### src/rtl/sha1e_pkg.sv
// SHA-1 hash engine: shared package.
// Holds the sequencer state type, the control word to the round unit and the SHA-1 constants.
// No dependencies.
`default_nettype none

package sha1e_pkg;

  localparam int unsigned NumWords = 5;

  localparam logic [NumWords-1:0][31:0] InitChain = {
    32'hc3d2e1f0, 32'h10325476, 32'h98badcfe, 32'hefcdab89, 32'h67452301
  };

  localparam logic [31:0] RoundK0 = 32'h5a827999;
  localparam logic [31:0] RoundK1 = 32'h6ed9eba1;
  localparam logic [31:0] RoundK2 = 32'h8f1bbcdc;
  localparam logic [31:0] RoundK3 = 32'hca62c1d6;

  localparam logic [7:0] PadMark = 8'h80;

  localparam logic [6:0] LastRound = 7'd79;
  localparam logic [5:0] LastBytePos = 6'd63;
  localparam logic [5:0] LenBytePos = 6'd56;
  localparam logic [3:0] LastLenByte = 4'd7;
  localparam logic [2:0] LastWordIdx = 3'd4;

  typedef enum logic [1:0] {
    ST_IDLE,
    ST_HASH,
    ST_PAD,
    ST_OUT
  } sha1e_state_e;

  typedef struct packed {
    logic       append;
    logic [7:0] data;
    logic       start;
    logic       reinit;
  } sha1e_ctrl_t;

endpackage

`default_nettype wire

### src/rtl/sha1e_round.sv
// SHA-1 hash engine: block buffer, message schedule and shared round unit.
// Runs one compression round per cycle, then adds the working words into the chain value.
// Depends on sha1e_pkg.
`default_nettype none

module sha1e_round import sha1e_pkg::*; (
  input  logic                       clk_i,
  input  logic                       rst_ni,
  input  sha1e_ctrl_t                ctrl_i,
  output logic                       done_o,
  output logic [NumWords-1:0][31:0]  chain_o
);

  logic [511:0]               blk_q;
  logic [NumWords-1:0][31:0]  wk_q;
  logic [NumWords-1:0][31:0]  chain_q;
  logic [6:0]                 rnd_q;
  logic                       run_q;
  logic                       add_q;

  logic [31:0] sched_x;
  logic [31:0] w_new;
  logic [31:0] f_val;
  logic [31:0] k_val;
  logic [31:0] t_val;
  logic [31:0] a_w, b_w, c_w, d_w, e_w;

  assign a_w = wk_q[0];
  assign b_w = wk_q[1];
  assign c_w = wk_q[2];
  assign d_w = wk_q[3];
  assign e_w = wk_q[4];

  assign sched_x = blk_q[95:64] ^ blk_q[255:224] ^ blk_q[447:416] ^ blk_q[511:480];

  always_comb begin
    if (rnd_q < 7'd16) begin
      w_new = blk_q[511:480];
    end else begin
      w_new = {sched_x[30:0], sched_x[31]};
    end
    if (rnd_q < 7'd20) begin
      f_val = d_w ^ (b_w & (c_w ^ d_w));
      k_val = RoundK0;
    end else if (rnd_q < 7'd40) begin
      f_val = b_w ^ c_w ^ d_w;
      k_val = RoundK1;
    end else if (rnd_q < 7'd60) begin
      f_val = (b_w & c_w) | (d_w & (b_w | c_w));
      k_val = RoundK2;
    end else begin
      f_val = b_w ^ c_w ^ d_w;
      k_val = RoundK3;
    end
    t_val = {a_w[26:0], a_w[31:27]} + f_val + e_w + k_val + w_new;
  end

  always_ff @(posedge clk_i) begin
    if (ctrl_i.append) begin
      blk_q <= {blk_q[503:0], ctrl_i.data};
    end else if (run_q) begin
      blk_q <= {blk_q[479:0], w_new};
    end
  end

  always_ff @(posedge clk_i) begin
    if (ctrl_i.start) begin
      wk_q <= chain_q;
    end else if (run_q) begin
      wk_q[4] <= d_w;
      wk_q[3] <= c_w;
      wk_q[2] <= {b_w[1:0], b_w[31:2]};
      wk_q[1] <= a_w;
      wk_q[0] <= t_val;
    end
  end

  always_ff @(posedge clk_i or negedge rst_ni) begin
    if (!rst_ni) begin
      rnd_q   <= '0;
      run_q   <= 1'b0;
      add_q   <= 1'b0;
      chain_q <= InitChain;
    end else begin
      add_q <= 1'b0;
      if (ctrl_i.start) begin
        run_q <= 1'b1;
        rnd_q <= '0;
      end else if (run_q) begin
        if (rnd_q == LastRound) begin
          run_q <= 1'b0;
          add_q <= 1'b1;
          rnd_q <= '0;
        end else begin
          rnd_q <= rnd_q + 7'd1;
        end
      end
      if (ctrl_i.reinit) begin
        chain_q <= InitChain;
      end else if (add_q) begin
        for (int i = 0; i < NumWords; i++) begin
          chain_q[i] <= chain_q[i] + wk_q[i];
        end
      end
    end
  end

  assign done_o  = add_q;
  assign chain_o = chain_q;

endmodule

`default_nettype wire

### src/rtl/sha1_hash_engine_unit.sv
// SHA-1 hash engine: top level with the byte/padding sequencer and the digest output register.
// Depends on sha1e_pkg and sha1e_round.
//
// Streaming SHA-1. Each accepted input word may carry one message byte and an end-of-message
// mark. A byte that does not complete a 64-byte block is only appended to the block buffer. A
// byte that completes a block holds the input for 80 rounds through the single shared round unit
// plus the addition into the chain value. On end of message the sequencer appends padding and the
// 64-bit length one byte per cycle between compressions, running one or two more compressions,
// then presents the five digest words, H0 first, one per cycle when the output is not stalled.
// The input is stalled from the cycle after an end-of-message word is accepted until the last
// digest word has entered the output register; it may still wait there while a new message starts.
`default_nettype none

module sha1_hash_engine_unit import sha1e_pkg::*; (
  input  logic         clk_i,
  input  logic         rst_ni,
  input  logic         in_valid_i,
  output logic         in_stall_o,
  input  logic [7:0]   data_byte_i,
  input  logic         byte_present_i,
  input  logic         end_of_message_i,
  output logic         out_valid_o,
  input  logic         out_stall_i,
  output logic [31:0]  digest_word_o,
  output logic [2:0]   word_index_o,
  output logic         last_word_o
);

  sha1e_state_e state_q, state_d;
  sha1e_state_e ret_q, ret_d;
  logic [5:0]   pos_q, pos_d;
  logic [63:0]  bits_q, bits_d;
  logic         first_q, first_d;
  logic         lenph_q, lenph_d;
  logic [3:0]   lcnt_q, lcnt_d;
  logic [2:0]   ocnt_q, ocnt_d;
  logic         ovalid_q, ovalid_d;
  logic [31:0]  oword_q;
  logic [2:0]   oidx_q;
  logic         olast_q;

  sha1e_ctrl_t               ctrl;
  logic                      core_done;
  logic [NumWords-1:0][31:0] chain;

  logic accept;
  logic pad_len;
  logic wrap;
  logic out_ld;

  sha1e_round u_round (
    .clk_i   (clk_i),
    .rst_ni  (rst_ni),
    .ctrl_i  (ctrl),
    .done_o  (core_done),
    .chain_o (chain)
  );

  always_comb begin
    accept  = in_valid_i && (state_q == ST_IDLE);
    pad_len = lenph_q || (pos_q == LenBytePos);
    out_ld  = (state_q == ST_OUT) && (!ovalid_q || !out_stall_i);

    ctrl.append = (accept && byte_present_i) || (state_q == ST_PAD);
    if (state_q == ST_IDLE) begin
      ctrl.data = data_byte_i;
    end else if (first_q) begin
      ctrl.data = PadMark;
    end else if (pad_len) begin
      ctrl.data = bits_q[63:56];
    end else begin
      ctrl.data = 8'h00;
    end
    wrap        = ctrl.append && (pos_q == LastBytePos);
    ctrl.start  = wrap;
    ctrl.reinit = out_ld && (ocnt_q == LastWordIdx);

    state_d = state_q;
    ret_d   = ret_q;
    pos_d   = ctrl.append ? pos_q + 6'd1 : pos_q;
    bits_d  = bits_q;
    first_d = first_q;
    lenph_d = lenph_q;
    lcnt_d  = lcnt_q;
    ocnt_d  = ocnt_q;

    case (state_q)
      ST_IDLE: begin
        if (accept) begin
          if (byte_present_i) begin
            bits_d = bits_q + 64'd8;
          end
          first_d = 1'b1;
          lenph_d = 1'b0;
          lcnt_d  = '0;
          if (wrap) begin
            state_d = ST_HASH;
            ret_d   = end_of_message_i ? ST_PAD : ST_IDLE;
          end else if (end_of_message_i) begin
            state_d = ST_PAD;
          end
        end
      end
      ST_PAD: begin
        first_d = 1'b0;
        if (!first_q && pad_len) begin
          lenph_d = 1'b1;
          lcnt_d  = lcnt_q + 4'd1;
          bits_d  = {bits_q[55:0], 8'h00};
        end
        if (wrap) begin
          state_d = ST_HASH;
          ret_d   = (!first_q && pad_len && (lcnt_q == LastLenByte)) ? ST_OUT : ST_PAD;
        end
      end
      ST_HASH: begin
        if (core_done) begin
          state_d = ret_q;
          ocnt_d  = '0;
        end
      end
      ST_OUT: begin
        if (out_ld) begin
          ocnt_d = ocnt_q + 3'd1;
          if (ocnt_q == LastWordIdx) begin
            state_d = ST_IDLE;
            pos_d   = '0;
            bits_d  = '0;
          end
        end
      end
      default: begin
        state_d = ST_IDLE;
      end
    endcase

    if (out_ld) begin
      ovalid_d = 1'b1;
    end else if (!out_stall_i) begin
      ovalid_d = 1'b0;
    end else begin
      ovalid_d = ovalid_q;
    end
  end

  always_ff @(posedge clk_i or negedge rst_ni) begin
    if (!rst_ni) begin
      state_q  <= ST_IDLE;
      ret_q    <= ST_IDLE;
      pos_q    <= '0;
      bits_q   <= '0;
      first_q  <= 1'b0;
      lenph_q  <= 1'b0;
      lcnt_q   <= '0;
      ocnt_q   <= '0;
      ovalid_q <= 1'b0;
    end else begin
      state_q  <= state_d;
      ret_q    <= ret_d;
      pos_q    <= pos_d;
      bits_q   <= bits_d;
      first_q  <= first_d;
      lenph_q  <= lenph_d;
      lcnt_q   <= lcnt_d;
      ocnt_q   <= ocnt_d;
      ovalid_q <= ovalid_d;
    end
  end

  always_ff @(posedge clk_i) begin
    if (out_ld) begin
      oword_q <= chain[ocnt_q];
      oidx_q  <= ocnt_q;
      olast_q <= (ocnt_q == LastWordIdx);
    end
  end

  assign in_stall_o    = (state_q != ST_IDLE);
  assign out_valid_o   = ovalid_q;
  assign digest_word_o = oword_q;
  assign word_index_o  = oidx_q;
  assign last_word_o   = olast_q;

endmodule

`default_nettype wire
### config.mk
export PLATFORM = sky130hd
export DESIGN_NAME = sha1_hash_engine_unit
export DESIGN_NICKNAME = d
export VERILOG_FILES = /design/src/rtl/sha1e_pkg.sv /design/src/rtl/sha1e_round.sv /design/src/rtl/sha1_hash_engine_unit.sv
export SDC_FILE = /design/constraint.sdc
export NUM_CORES = 2
export LEC_CHECK = 0
export BUFFER_PORTS_ARGS = -buffer_cell sky130_fd_sc_hd__buf_2
export CORE_MARGIN = 8
export CORE_UTILIZATION = 55
export CTS_CLUSTER_SIZE = 12
export DETAILED_ROUTE_END_ITERATION = 16
export GPL_ROUTABILITY_DRIVEN = 0
export PLACE_DENSITY = 0.83
export SYNTH_ARGS = -nofsm -noshare
export SYNTH_HDL_FRONTEND = slang
export SYNTH_SLANG_ARGS = --single-unit
export TNS_END_PERCENT = 50
### constraint.sdc
create_clock -name clk_i -period 12.15 [get_ports clk_i]
set_input_delay 2.43 -clock clk_i [delete_from_list [all_inputs] [get_ports clk_i]]
set_output_delay 2.43 -clock clk_i [all_outputs]
set_load 0.01 [all_outputs]
==> run metrics <==
Clock Latency Late Sink between 0.7 and 0.8 ns; root buf cell clkbuf_16; synthesized area roughly 56000 sq um; Die W 336.0 um; area of the core about 100000 sq um; setup_tns 0 ns; Critical Path Start Type flop; worst hold margin between 0.4 and 0.5 ns; Finished Layout Cells 7419; Hold Path Class reg2reg; count of final max-slew check failures 0; Clk pin slew, worst setup/hold paths ~0.060 ns; global-route wire length before repair roughly 230000 um; max_cap viols 0; pin count of the biggest net entering global routing about 200; DRC viols 0; Nets 6305; initial antenna violation count 2; Max Freq roughly 0.15 GHz; top_reg_cell synth edfxtp_1; critical path type reg2reg; commonest cells after routing, fill and taps aside nand2_1, edfxtp_1, nor2_1, a21oi_1, o21ai_0; gr ovfl total 0; synth warn 0; Core Util, Final 59.94%; DRT Pass-1 Iters 6; skew final 0.05728 ns; First DRT Iteration DRCs around 5.5k; Post-Place Cells 7232; die area approximately 110000 sq um; Worst-Margin Slew 1.199 ns; Fillers roughly 8k; fraction of registers with async set/reset around a quarter; Crit path required time about 13 ns; WL per Instance approximately 20 um; clk sinks 958; row cnt roughly 120; Die Y around 340 um; Seq/Total Area, Yosys between 40 and 50%; Synth Register Bits around 960; Avg Vias per Cell approximately 6.0; Slew HR between 15 and 20%; register area approximately 28000 sq um; synthesized area per cell between 9 and 10 sq um; H-tree depth 3; synth top area cells edfxtp_1, nand2_1, dfrtp_1, ha_1, fa_1; outcome complete, no violations; Crit Path Max Fanout 32; fraction of layout instances using a drive strength above 1 6.597%; initial core utilization 55.43%; Post-Syn Instances 6059; most common cell after layout, fill and taps aside nand2_1; post-CTS setup buffer count 0; post-CTS resize count 0; Final Hold Fails 0; DP HPWL slightly below 100000 um; GRT Resource Usage Total 25.40%; vias in the first global route roughly 43k; PortBufs 51; EDFF count, synth between 700 and 800; CTS tree yes; Syn Nets ~6.4k; detailed-route via count 44.82k; Arrival @ worst endpoint 7.11 ns; area grow syn2layout 8.135%; CP Capture Type flop; Max clock buf depth 3; io pins 52; Routed Antenna Nets 0; dominant cell type by area after synthesis edfxtp_1; Total Wirelength between 100000 and 150000 um; CTS Buf Count ~100; area of the multi-input gates 26560 sq um; Netlist cell types 90; unrepaired setup endpoints after global routing false; hold buffer count at CTS 0; Final Setup Violations 0; Final Critical Period between 6 and 7 ns; Tcrit/Tclk final approximately 55%; Yosys top cell area share around 38%
[kinds of logic after synthesis]
| group | synth area share, % |
|---|---|
| flops | 49.04 |
| mux | 2.929 |
| fa+ha+maj | 8.737 |
| buf+inv | 3.902 |
| xor+xnor | 3.826 |
| compound gates | 11.54 |
| simple gates | 20.02 |
[worst paths after layout]
path | startpoint | end | slack, ns | cells after the start
worst max register to register | u_round.rnd_q[4] | u_round.a_w[31] | 5.47 | 23
worst max-delay path | u_round.rnd_q[4] | u_round.a_w[31] | 5.47 | 23
worst min-delay path | ret_q[0] | ret_q[0] | 0.50 | 2
max in group asynchronous | rst_ni | u_round.chain_o[131] | 8.32 | 3
worst min register to register | ret_q[0] | ret_q[0] | 0.50 | 2
min in group asynchronous | rst_ni | u_round.chain_o[154] | 1.82 | 1
[registers in the layout (all words and copies together) (netlist names), 3 cells and up]
name,count
u_round.blk_q,512
u_round.chain_o,160
bits_q,61
digest_word_o,32
u_round.a_w,32
u_round.b_w,32
u_round.c_w,32
u_round.d_w,32
u_round.e_w,32
u_round.rnd_q,7
pos_q,6
lcnt_q,4
ocnt_q,3
word_index_o,3
[final cells by class]
cell class	count	share of cell area, %
sequential	958	45.36
multi-input combinational	4518	43.61
clock buffer	151	4.726
tap	1368	2.811
inverter	293	1.810
timing repair buffer	95	1.019
clock inverter	33	0.6432
antenna	3	0.01233
[routing by layer]
layer / global-route usage (%) / part of all wire [%] / vias up
li1: - / - / 20498
met1: 34.25 / 40 / 21592
met2: 39.84 / 46 / 2246
met3: 4.748 / 9.1 / 479
met4: 11.97 / 5.1 / 0
met5: 0 / 0 / -
[worst max-delay path: stages, from the launching register on]
cell	delay, ns
dfrtp_1	0.54
o21ai_0	0.15
nand2_1	0.09
buf_4	0.39
inv_1	0.31
nor2_2	0.50
inv_1	0.47
o21ai_0	0.31
ha_1	0.17
inv_1	0.05
fa_1	0.50
inv_1	0.04
ha_1	0.22
fa_1	0.40
a21oi_1	0.27
nor3_1	0.13
o211ai_1	0.27
a21oi_1	0.18
o2111ai_1	0.22
a32oi_1	0.20
a221oi_1	0.51
o21ai_0	0.22
xnor2_1	0.19
a21oi_1	0.08
[synth_stat cells (17+ instances only)]
cell type	number
nand2b_1	35
a21oi_1	328
nor2b_1	26
ha_1	206
nand3_1	78
and2_1	17
inv_1	292
xnor2_1	192
nand4_1	19
nor2_1	337
clkbuf_1	256
a221o_1	19
edfxtp_1	708
a31oi_1	28
dfrtp_1	170
o21a_1	29
buf_1	29
and3_1	41
mux2i_1	86
dfstp_2	80
a21o_1	89
nand2_1	2064
mux4_2	32
o211ai_1	25
fa_1	117
nor3_1	70
or3_1	17
xor2_1	54
o21ai_0	321
a211oi_1	43
[through the flow]
stage / setup WS (ns) / area, sq um
finish: 5.466 / 60890
global route: 4.888 / 60880
CTS: 5.721 / 60880
detailed placement: 5.309 / 57610
global placement: 5.376 / 57610
floorplan: 2.078 / 56310
Power is left out: the tool's default activity adds up to more than one toggle a clock period on the data nets, which glitch-free logic cannot reach.
